File: src/rtl/sha256md_pkg.sv
package sha256md_pkg;

  localparam int unsigned BlockBits = 512;
  localparam int unsigned CountBits = 61;

  localparam logic [31:0] RoundK [64] = '{
    32'h428a2f98, 32'h71374491, 32'hb5c0fbcf, 32'he9b5dba5,
    32'h3956c25b, 32'h59f111f1, 32'h923f82a4, 32'hab1c5ed5,
    32'hd807aa98, 32'h12835b01, 32'h243185be, 32'h550c7dc3,
    32'h72be5d74, 32'h80deb1fe, 32'h9bdc06a7, 32'hc19bf174,
    32'he49b69c1, 32'hefbe4786, 32'h0fc19dc6, 32'h240ca1cc,
    32'h2de92c6f, 32'h4a7484aa, 32'h5cb0a9dc, 32'h76f988da,
    32'h983e5152, 32'ha831c66d, 32'hb00327c8, 32'hbf597fc7,
    32'hc6e00bf3, 32'hd5a79147, 32'h06ca6351, 32'h14292967,
    32'h27b70a85, 32'h2e1b2138, 32'h4d2c6dfc, 32'h53380d13,
    32'h650a7354, 32'h766a0abb, 32'h81c2c92e, 32'h92722c85,
    32'ha2bfe8a1, 32'ha81a664b, 32'hc24b8b70, 32'hc76c51a3,
    32'hd192e819, 32'hd6990624, 32'hf40e3585, 32'h106aa070,
    32'h19a4c116, 32'h1e376c08, 32'h2748774c, 32'h34b0bcb5,
    32'h391c0cb3, 32'h4ed8aa4a, 32'h5b9cca4f, 32'h682e6ff3,
    32'h748f82ee, 32'h78a5636f, 32'h84c87814, 32'h8cc70208,
    32'h90befffa, 32'ha4506ceb, 32'hbef9a3f7, 32'hc67178f2
  };

  localparam logic [31:0] InitHash [8] = '{
    32'h6a09e667, 32'hbb67ae85, 32'h3c6ef372, 32'ha54ff53a,
    32'h510e527f, 32'h9b05688c, 32'h1f83d9ab, 32'h5be0cd19
  };

  localparam logic [7:0] PadMark    = 8'h80;
  localparam logic [5:0] LenStart   = 6'd56;
  localparam logic [5:0] FillLast   = 6'd63;
  localparam logic [5:0] RoundLast  = 6'd63;
  localparam logic [5:0] SchedStart = 6'd16;

  // byte source for the block register
  typedef enum logic [1:0] {
    BSEL_INPUT,
    BSEL_MARK,
    BSEL_ZERO,
    BSEL_LEN
  } byte_sel_e;

  typedef struct packed {
    logic      byte_en;
    byte_sel_e byte_sel;
    logic [2:0] len_idx;
    logic      round_en;
    logic [5:0] round_idx;
    logic      final_en;
    logic      emit;
  } sha_cmd_t;

  typedef struct packed {
    logic [5:0] fill;
    logic       out_busy;
  } sha_sts_t;

  function automatic logic [31:0] ror32(input logic [31:0] x, input logic [4:0] n);
    ror32 = (x >> n) | (x << (6'd32 - {1'b0, n}));
  endfunction

  function automatic logic [31:0] big_sig0(input logic [31:0] x);
    big_sig0 = ror32(x, 5'd2) ^ ror32(x, 5'd13) ^ ror32(x, 5'd22);
  endfunction

  function automatic logic [31:0] big_sig1(input logic [31:0] x);
    big_sig1 = ror32(x, 5'd6) ^ ror32(x, 5'd11) ^ ror32(x, 5'd25);
  endfunction

  function automatic logic [31:0] small_sig0(input logic [31:0] x);
    small_sig0 = ror32(x, 5'd7) ^ ror32(x, 5'd18) ^ (x >> 3);
  endfunction

  function automatic logic [31:0] small_sig1(input logic [31:0] x);
    small_sig1 = ror32(x, 5'd17) ^ ror32(x, 5'd19) ^ (x >> 10);
  endfunction

endpackage

File: src/rtl/sha256_message_digest_top.sv
// SHA-256 digest engine, byte-serial input.
// Input request: data_byte_i/has_byte_i/last_i on in_valid_i/in_ready_o. A
// request with has_byte_i = 0 carries no byte; with last_i = 1 it closes the
// message (the empty message is a lone request with last_i = 1).
// Output request: eight words on out_valid_o/out_ready_i, h0 first, with
// word_index_o, last_word_o on h7 and too_long_o set when the message
// ran past 2^61-1 bytes.
// Flow: byte requests are taken only in the idle state; the 64th byte of a
// block starts the 64 compression rounds, one per cycle, plus the chaining add,
// and no request is taken until they finish. After last_i the pad bytes go in
// one per cycle and one or two blocks are compressed before the first digest
// word shows.
// The digest is copied into an output buffer, so the next message is taken
// while the receiver drains the words; only if the next digest is done
// before the buffer empties does the engine wait in its final step.
// Reset (rst_ni low, async) loads the initial hash, clears the counters and
// drops out_valid_o.
module sha256_message_digest_top
  import sha256md_pkg::*;
(
  input  logic        clk_i,
  input  logic        rst_ni,
  input  logic        in_valid_i,
  output logic        in_ready_o,
  input  logic [7:0]  data_byte_i,
  input  logic        has_byte_i,
  input  logic        last_i,
  output logic        out_valid_o,
  input  logic        out_ready_i,
  output logic [31:0] digest_word_o,
  output logic [2:0]  word_index_o,
  output logic        last_word_o,
  output logic        too_long_o
);

  sha_cmd_t cmd;
  sha_sts_t sts;

  // sequencer: byte intake, padding, round count, final add
  sha256md_ctrl u_ctrl (
    .clk_i      (clk_i),
    .rst_ni     (rst_ni),
    .in_valid_i (in_valid_i),
    .in_ready_o (in_ready_o),
    .has_byte_i (has_byte_i),
    .last_i     (last_i),
    .sts_i      (sts),
    .cmd_o      (cmd)
  );

  // block shift register, round logic, chaining value, digest buffer
  sha256md_dp u_dp (
    .clk_i          (clk_i),
    .rst_ni         (rst_ni),
    .cmd_i          (cmd),
    .sts_o          (sts),
    .data_byte_i    (data_byte_i),
    .out_valid_o    (out_valid_o),
    .out_ready_i    (out_ready_i),
    .digest_word_o  (digest_word_o),
    .word_index_o   (word_index_o),
    .last_word_o    (last_word_o),
    .too_long_o     (too_long_o)
  );

endmodule

File: src/rtl/sha256md_dp.sv
module sha256md_dp
  import sha256md_pkg::*;
(
  input  logic        clk_i,
  input  logic        rst_ni,
  input  sha_cmd_t    cmd_i,
  output sha_sts_t    sts_o,
  input  logic [7:0]  data_byte_i,
  output logic        out_valid_o,
  input  logic        out_ready_i,
  output logic [31:0] digest_word_o,
  output logic [2:0]  word_index_o,
  output logic        last_word_o,
  output logic        too_long_o
);

  logic [BlockBits-1:0] blk_q, blk_d;
  logic [31:0]          work_q [8];
  logic [31:0]          work_d [8];
  logic [31:0]          chain_q [8];
  logic [31:0]          chain_d [8];
  logic [31:0]          obuf_q [8];
  logic [31:0]          sum [8];
  logic [CountBits-1:0] cnt_q, cnt_d;
  logic [5:0]           fill_q, fill_d;
  logic                 ovf_q, ovf_d;
  logic                 out_vld_q, out_err_q;
  logic [2:0]           out_idx_q;
  logic [63:0]          len_bits;
  logic [7:0]           new_byte;
  logic [31:0]          w_t, t1, t2;
  logic                 blk_done;

  assign len_bits = {cnt_q, 3'b000};
  assign blk_done = cmd_i.byte_en && (fill_q == FillLast);

  always_comb begin
    case (cmd_i.byte_sel)
      BSEL_INPUT: new_byte = data_byte_i;
      BSEL_MARK:  new_byte = PadMark;
      BSEL_ZERO:  new_byte = 8'h00;
      BSEL_LEN:   new_byte = len_bits[{~cmd_i.len_idx, 3'b000} +: 8];
      default:    new_byte = 8'h00;
    endcase
  end

  // message schedule: blk_q[511:480] is W[t-16], shifting one word per round
  always_comb begin
    if (cmd_i.round_idx < SchedStart) begin
      w_t = blk_q[511:480];
    end else begin
      w_t = blk_q[511:480] + small_sig0(blk_q[479:448]) + blk_q[223:192]
            + small_sig1(blk_q[63:32]);
    end
  end

  assign t1 = work_q[7] + big_sig1(work_q[4])
              + ((work_q[4] & work_q[5]) ^ (~work_q[4] & work_q[6]))
              + RoundK[cmd_i.round_idx] + w_t;
  assign t2 = big_sig0(work_q[0])
              + ((work_q[0] & work_q[1]) ^ (work_q[0] & work_q[2]) ^ (work_q[1] & work_q[2]));

  always_comb begin
    blk_d  = blk_q;
    work_d = work_q;
    for (int i = 0; i < 8; i++) begin
      sum[i] = chain_q[i] + work_q[i];
    end
    if (cmd_i.byte_en) begin
      blk_d = {blk_q[BlockBits-9:0], new_byte};
      if (blk_done) begin
        work_d = chain_q;
      end
    end else if (cmd_i.round_en) begin
      blk_d     = {blk_q[BlockBits-33:0], w_t};
      work_d[7] = work_q[6];
      work_d[6] = work_q[5];
      work_d[5] = work_q[4];
      work_d[4] = work_q[3] + t1;
      work_d[3] = work_q[2];
      work_d[2] = work_q[1];
      work_d[1] = work_q[0];
      work_d[0] = t1 + t2;
    end
  end

  always_comb begin
    chain_d = chain_q;
    cnt_d   = cnt_q;
    fill_d  = fill_q;
    ovf_d   = ovf_q;
    if (cmd_i.byte_en) begin
      fill_d = fill_q + 6'd1;
      if (cmd_i.byte_sel == BSEL_INPUT) begin
        cnt_d = cnt_q + 1'b1;
        if (&cnt_q) begin
          ovf_d = 1'b1;
        end
      end
    end
    if (cmd_i.final_en) begin
      if (cmd_i.emit) begin
        chain_d = InitHash;
        cnt_d   = '0;
        fill_d  = '0;
        ovf_d   = 1'b0;
      end else begin
        chain_d = sum;
      end
    end
  end

  always_ff @(posedge clk_i) begin
    blk_q  <= blk_d;
    work_q <= work_d;
    if (cmd_i.final_en && cmd_i.emit) begin
      obuf_q <= sum;
    end
  end

  always_ff @(posedge clk_i or negedge rst_ni) begin
    if (!rst_ni) begin
      chain_q   <= InitHash;
      cnt_q     <= '0;
      fill_q    <= '0;
      ovf_q     <= 1'b0;
      out_vld_q <= 1'b0;
      out_idx_q <= '0;
      out_err_q <= 1'b0;
    end else begin
      chain_q <= chain_d;
      cnt_q   <= cnt_d;
      fill_q  <= fill_d;
      ovf_q   <= ovf_d;
      if (cmd_i.final_en && cmd_i.emit) begin
        out_vld_q <= 1'b1;
        out_idx_q <= '0;
        out_err_q <= ovf_q;
      end else if (out_vld_q && out_ready_i) begin
        out_idx_q <= out_idx_q + 3'd1;
        if (&out_idx_q) begin
          out_vld_q <= 1'b0;
        end
      end
    end
  end

  assign sts_o.fill     = fill_q;
  assign sts_o.out_busy = out_vld_q;

  assign out_valid_o    = out_vld_q;
  assign digest_word_o  = obuf_q[out_idx_q];
  assign word_index_o   = out_idx_q;
  assign last_word_o    = &out_idx_q;
  assign too_long_o     = out_err_q;

  // length bytes always land in the last eight bytes of a block
  a_len_pos: assert property (@(posedge clk_i) disable iff (!rst_ni)
    (cmd_i.byte_en && cmd_i.byte_sel == BSEL_LEN) |-> (fill_q[5:3] == 3'b111))
    else $error("length byte outside tail of block");

  // a digest load starts a fresh message and a fresh readout
  a_emit_clear: assert property (@(posedge clk_i) disable iff (!rst_ni)
    (cmd_i.final_en && cmd_i.emit) |=> (out_vld_q && out_idx_q == 3'd0 && cnt_q == '0
                                        && fill_q == 6'd0 && !ovf_q))
    else $error("digest load did not restart state");

endmodule

File: src/rtl/sha256md_ctrl.sv
module sha256md_ctrl
  import sha256md_pkg::*;
(
  input  logic     clk_i,
  input  logic     rst_ni,
  input  logic     in_valid_i,
  output logic     in_ready_o,
  input  logic     has_byte_i,
  input  logic     last_i,
  input  sha_sts_t sts_i,
  output sha_cmd_t cmd_o
);

  typedef enum logic [2:0] {
    ST_IDLE,
    ST_PAD,
    ST_ROUND,
    ST_FINAL
  } state_e;

  typedef enum logic [1:0] {
    PH_MARK,
    PH_ZERO,
    PH_LEN
  } phase_e;

  state_e     state_q, state_d;
  phase_e     phase_q, phase_d;
  logic [5:0] rnd_q, rnd_d;
  logic [2:0] len_q, len_d;
  logic       last_q, last_d;
  logic       len_done_q, len_done_d;

  always_comb begin
    state_d    = state_q;
    phase_d    = phase_q;
    rnd_d      = rnd_q;
    len_d      = len_q;
    last_d     = last_q;
    len_done_d = len_done_q;
    in_ready_o = 1'b0;
    cmd_o      = '0;
    cmd_o.byte_sel  = BSEL_INPUT;
    cmd_o.round_idx = rnd_q;

    case (state_q)
      ST_IDLE: begin
        in_ready_o = 1'b1;
        if (in_valid_i) begin
          cmd_o.byte_en = has_byte_i;
          last_d        = last_i;
          len_done_d    = 1'b0;
          phase_d       = PH_MARK;
          len_d         = '0;
          if (has_byte_i && sts_i.fill == FillLast) begin
            state_d = ST_ROUND;
            rnd_d   = '0;
          end else if (last_i) begin
            state_d = ST_PAD;
          end
        end
      end
      ST_PAD: begin
        cmd_o.byte_en = 1'b1;
        case (phase_q)
          PH_MARK: begin
            cmd_o.byte_sel = BSEL_MARK;
            phase_d        = PH_ZERO;
          end
          PH_ZERO: begin
            if (sts_i.fill == LenStart) begin
              cmd_o.byte_sel = BSEL_LEN;
              cmd_o.len_idx  = '0;
              len_d          = 3'd1;
              phase_d        = PH_LEN;
            end else begin
              cmd_o.byte_sel = BSEL_ZERO;
            end
          end
          PH_LEN: begin
            cmd_o.byte_sel = BSEL_LEN;
            cmd_o.len_idx  = len_q;
            len_d          = len_q + 3'd1;
            if (&len_q) begin
              len_done_d = 1'b1;
            end
          end
          default: begin
            cmd_o.byte_en = 1'b0;
            phase_d       = PH_MARK;
          end
        endcase
        if (sts_i.fill == FillLast) begin
          state_d = ST_ROUND;
          rnd_d   = '0;
        end
      end
      ST_ROUND: begin
        cmd_o.round_en = 1'b1;
        rnd_d          = rnd_q + 6'd1;
        if (rnd_q == RoundLast) begin
          state_d = ST_FINAL;
        end
      end
      ST_FINAL: begin
        cmd_o.emit = last_q && len_done_q;
        // hold the finished digest until the readout buffer is free
        if (!(cmd_o.emit && sts_i.out_busy)) begin
          cmd_o.final_en = 1'b1;
          if (!last_q || len_done_q) begin
            state_d = ST_IDLE;
          end else begin
            state_d = ST_PAD;
          end
        end
      end
      default: state_d = ST_IDLE;
    endcase
  end

  always_ff @(posedge clk_i or negedge rst_ni) begin
    if (!rst_ni) begin
      state_q    <= ST_IDLE;
      phase_q    <= PH_MARK;
      rnd_q      <= '0;
      len_q      <= '0;
      last_q     <= 1'b0;
      len_done_q <= 1'b0;
    end else begin
      state_q    <= state_d;
      phase_q    <= phase_d;
      rnd_q      <= rnd_d;
      len_q      <= len_d;
      last_q     <= last_d;
      len_done_q <= len_done_d;
    end
  end

  // the last round always hands over to the chaining update
  a_round_end: assert property (@(posedge clk_i) disable iff (!rst_ni)
    (state_q == ST_ROUND && rnd_q == RoundLast) |=> (state_q == ST_FINAL))
    else $error("round count did not end in final step");

  // never overwrite a digest that is still being read out
  a_no_overrun: assert property (@(posedge clk_i) disable iff (!rst_ni)
    (cmd_o.final_en && cmd_o.emit) |-> !sts_i.out_busy)
    else $error("digest load while readout busy");

endmodule
File: config.mk
export PLATFORM = sky130hd
export DESIGN_NAME = sha256_message_digest_top
export DESIGN_NICKNAME = d
export VERILOG_FILES = /design/src/rtl/sha256md_pkg.sv /design/src/rtl/sha256_message_digest_top.sv /design/src/rtl/sha256md_dp.sv /design/src/rtl/sha256md_ctrl.sv
export SDC_FILE = /design/constraint.sdc
export NUM_CORES = 2
export LEC_CHECK = 0
export BUFFER_PORTS_ARGS = -buffer_cell sky130_fd_sc_hd__buf_2
export CAP_MARGIN = 20
export CORE_UTILIZATION = 39
export CTS_BUF_LIST = sky130_fd_sc_hd__clkbuf_4
export CTS_CLUSTER_SIZE = 16
export DETAILED_ROUTE_END_ITERATION = 8
export PLACE_DENSITY = 0.61
export SYNTH_ARGS = -nofsm -noshare
export SYNTH_HDL_FRONTEND = slang
export SYNTH_SLANG_ARGS = --single-unit
File: constraint.sdc
create_clock -name clk_i -period 52.4 [get_ports clk_i]
set_input_delay 2.62 -clock clk_i [delete_from_list [all_inputs] [get_ports clk_i]]
set_output_delay 2.62 -clock clk_i [all_outputs]
set_load 0.1 [all_outputs]
==> metrics.md <==
| Metric | Value |
|---|---|
| Max Slew Vio Count | `0` |
| Global routing's busiest layer | `met2` |
| CP Capture Type | `register` |
| Asr flop ratio synth | `around a quarter` |
| Top cell type by total area after synthesis | `edfxtp_1` |
| Wirelength per Cell | `24.4 microns` |
| Largest net degree at the start of global routing | `231` |
| Sink Count | `1368` |
| GR met1 Demand/Resource | `36.8%` |
| # setup viols final | `0` |
| Mux share of post-synthesis cell area | `3.21%` |
| Slew headroom | `less than 1%` |
| Post-synth top area share | `36.3%` |
| Simple-gate area share of the yosys netlist | `15.7%` |
| Synth Area per Inst | `9.94 sq um` |
| Post-synthesis compound-gate area fraction | `13.2%` |
| Crit-path slowest cell | `or4_1` |
| Global placer's final weighted congestion | `0.995` |
| Initial core utilization | `39.4%` |
| GRT Overall Usage | `25.8%` |
| Port Buf Inserts | `52` |
| Grt met3 use | `5.31%` |
| Number of global-route vias before repair | `63800` |
| Maximum clock insertion buffer count | `4` |
| Hold crit path type | `reg2reg` |
| Adder-cell share of the synthesized area | `11.0%` |
| Fmax | `about 87 MHz` |
| HPWL after DPL | `about 210 mm` |
| Nets@finish | `9208` |
| Synth-to-layout area growth | `9.43%` |
| DIE HEIGHT | `468 microns` |
| Yosys cell types | `93` |
| Synthesis-stage register bit count | `1368` |
| Critical path class | `reg2reg` |
| Setup crit start kind | `register` |
| Post-CTS Resized | `0` |
| Min Hold Slack | `0.413 ns` |
| Sequential Area | `0.0395 sq mm` |
| Grt total ovfl | `0` |
| I/O pin total | `53` |
| Unrepaired setup endpoints after global routing | `false` |
| Slew @ Worst Pin | `1.50 ns` |
| Most common cell in the netlist | `nand2_1` |
| Post-Route Setup TNS | `0 ns` |
| Post-CTS setup buffer count | `0` |
| Main combinational cell family by area after synthesis | `simple AND/OR/NAND/NOR gates` |
| # fillers | `roughly 21000` |
| CP max stage delay | `between 0.6 and 0.7 ns` |
| Ratio of cells with drive above 1 in the final layout | `12.3%` |
| FF-to-FF path depth | `38` |
| Met2 Use GR | `38.2%` |
| Die area | `0.219 sq mm` |
| Post-CTS Hold Buffers | `0` |
| Synthesized Nets | `9140` |
| First-pass GRT wire length | `approximately 420 mm` |
| Worst Skew | `0.170 ns` |
| CP Max Fanout | `6` |
| Final Cycle Share | `22.0%` |
| Post-synth EDFFs | `1024` |
| Main synth FF type | `edfxtp_1` |
| Xor/xnor share of the synthesized area | `6.39%` |
| Initial antenna violation count | `9` |
| Worst Path Required | `53.48 ns` |
| FP Rows | `170` |
| Most common library cells after synthesis | `2303 x nand2_1, 1024 x edfxtp_1, 435 x clkbuf_1` |
| Residual DRC | `0` |
| Die W | `468 microns` |
| 1st-iter DRT viols | `6955` |
| Core ar. | `~0.22 sq mm` |
| Syn. warnings | `0` |
| Status | `completed` |
| Post-layout min period | `roughly 12 ns` |
| CTS tree | `done` |
| Max cap viols | `0` |
| Clock latency on the worst-skew pair | `1.48 ns` |
| Post-Synthesis Cells | `between 8000 and 9000` |
| Vias | `66500` |
| Final WL | `~290 mm` |
| Cts bufs inserted | `397` |
| Crit path arrival time | `12.59 ns` |
| Post-DR vias/cell | `5.66` |
| Worst path most repeated cell | `fa_1` |
| Number of hold violations in the final report | `0` |
| Root Buffer | `clkbuf_4` |
| Fin cells | `approximately 12000` |
| Antenna Violating Nets Remaining | `0` |
| Post-synth design cell area | `between 0.08 and 0.09 sq mm` |
| DR pass1 iterations | `8` |
| Area occupied by multi-input gates | `0.0420 sq mm` |
| Worst Hold Depth | `2` |
| H-tree depth | `5` |
| Clock transition at path regs | `approximately 0.080 ns` |
| Placed Instances | `11000` |
| Synth area leaders | `edfxtp_1 36%, nand2_1 10%, dfrtp_1 6.1%` |
| Register area share after synthesis | `roughly 47%` |
==> kinds of logic after synthesis <==
group	Yosys count
mux	170
buf+inv	842
fa+ha+maj	629
xor+xnor	616
flops	1368
simple gates	3206
compound gates	1685
==> per-layer routing <==
metal / part of all wire, % / vias to the layer above
met5: 0.012 / -
met4: 3.9 / 4
met3: 8.5 / 510
met2: 43 / 2844
met1: 44 / 33000
li1: - / 30200
==> final timing paths <==
kind / end / from / slack [ns]
min in group asynchronous: u_dp.chain_q[34] / rst_ni / 1.22
worst min-delay path: u_dp.blk_q[431] / u_dp.blk_q[423] / 0.41
worst max register to register: u_dp.work_q[255] / u_dp.blk_q[456] / 40.88
max in group asynchronous: u_dp.word_index_o[0] / rst_ni / 49.07
worst max-delay path: u_dp.work_q[255] / u_dp.blk_q[456] / 40.88
worst min register to register: u_dp.blk_q[431] / u_dp.blk_q[423] / 0.41
==> registers in the layout (all words and copies together) (netlist names) <==
| register | count |
|---|---|
| u_dp.work_q | 256 |
| u_ctrl.len_q | 3 |
| u_dp.fill_q | 6 |
| u_ctrl.state_q | 2 |
| u_ctrl.rnd_q | 6 |
| u_dp.obuf_q | 256 |
| u_dp.ovf_q | 1 |
| u_dp.chain_q | 256 |
| u_ctrl.phase_q | 2 |
| u_dp.cnt_q | 61 |
| u_ctrl.last_q | 1 |
| u_dp.word_index_o | 3 |
| u_dp.out_valid_o | 1 |
| u_dp.too_long_o | 1 |
| u_dp.blk_q | 512 |
| u_ctrl.len_done_q | 1 |
==> cells in the final DEF, fill, tap and decap left out, drive strengths merged, types with 107 or more instances in the layout <==
master | Yosys | layout
nand2 | 2303 | 2303
edfxtp | 1024 | 1024
clkbuf | 437 | 603
xnor2 | 416 | 416
a21oi | 416 | 416
ha | 415 | 415
inv | 370 | 375
nor2 | 371 | 371
o21ai | 368 | 368
dfrtp | 208 | 208
xor2 | 199 | 199
fa | 195 | 195
a21o | 164 | 164
buf | 31 | 137
dfstp | 136 | 136
o22a | 130 | 130
a22o | 108 | 108
nand3 | 107 | 107
==> final cells by class <==
cell class,count,area share [%]
Timing Repair Buffer,137,1.06
Tap cell,2838,3.83
Antenna cell,12,0.0324
Clock buffer,603,4.89
Clock inverter,101,0.584
Multi-Input combinational cell,6306,45.4
Inverter,374,1.52
Sequential cell,1368,42.7
==> through the flow <==
stage | setup slack [ns] | util [%] | area (sq um)
after floorplan | 29.98 | - | 84600
after global placement | 41.30 | 40.7 | 87500
after detailed placement | 41.15 | 40.7 | 87500
after CTS | 40.96 | 43.1 | 92600
after global routing | 40.35 | 43.1 | 92600
final | 40.88 | 43.1 | 92600
==> worst max-delay path, delay by kind of cell (launching register included) <==
family	cells	cell delay, ns
flops	1	0.49
mux	2	0.77
buf+inv	1	0.04
simple gates	8	1.61
xor+xnor	5	1.11
compound gates	13	3.05
fa+ha+maj	9	4.03
Power is left out: the tool's default activity adds up to more than one toggle a clock period on the data nets, which glitch-free logic cannot reach.
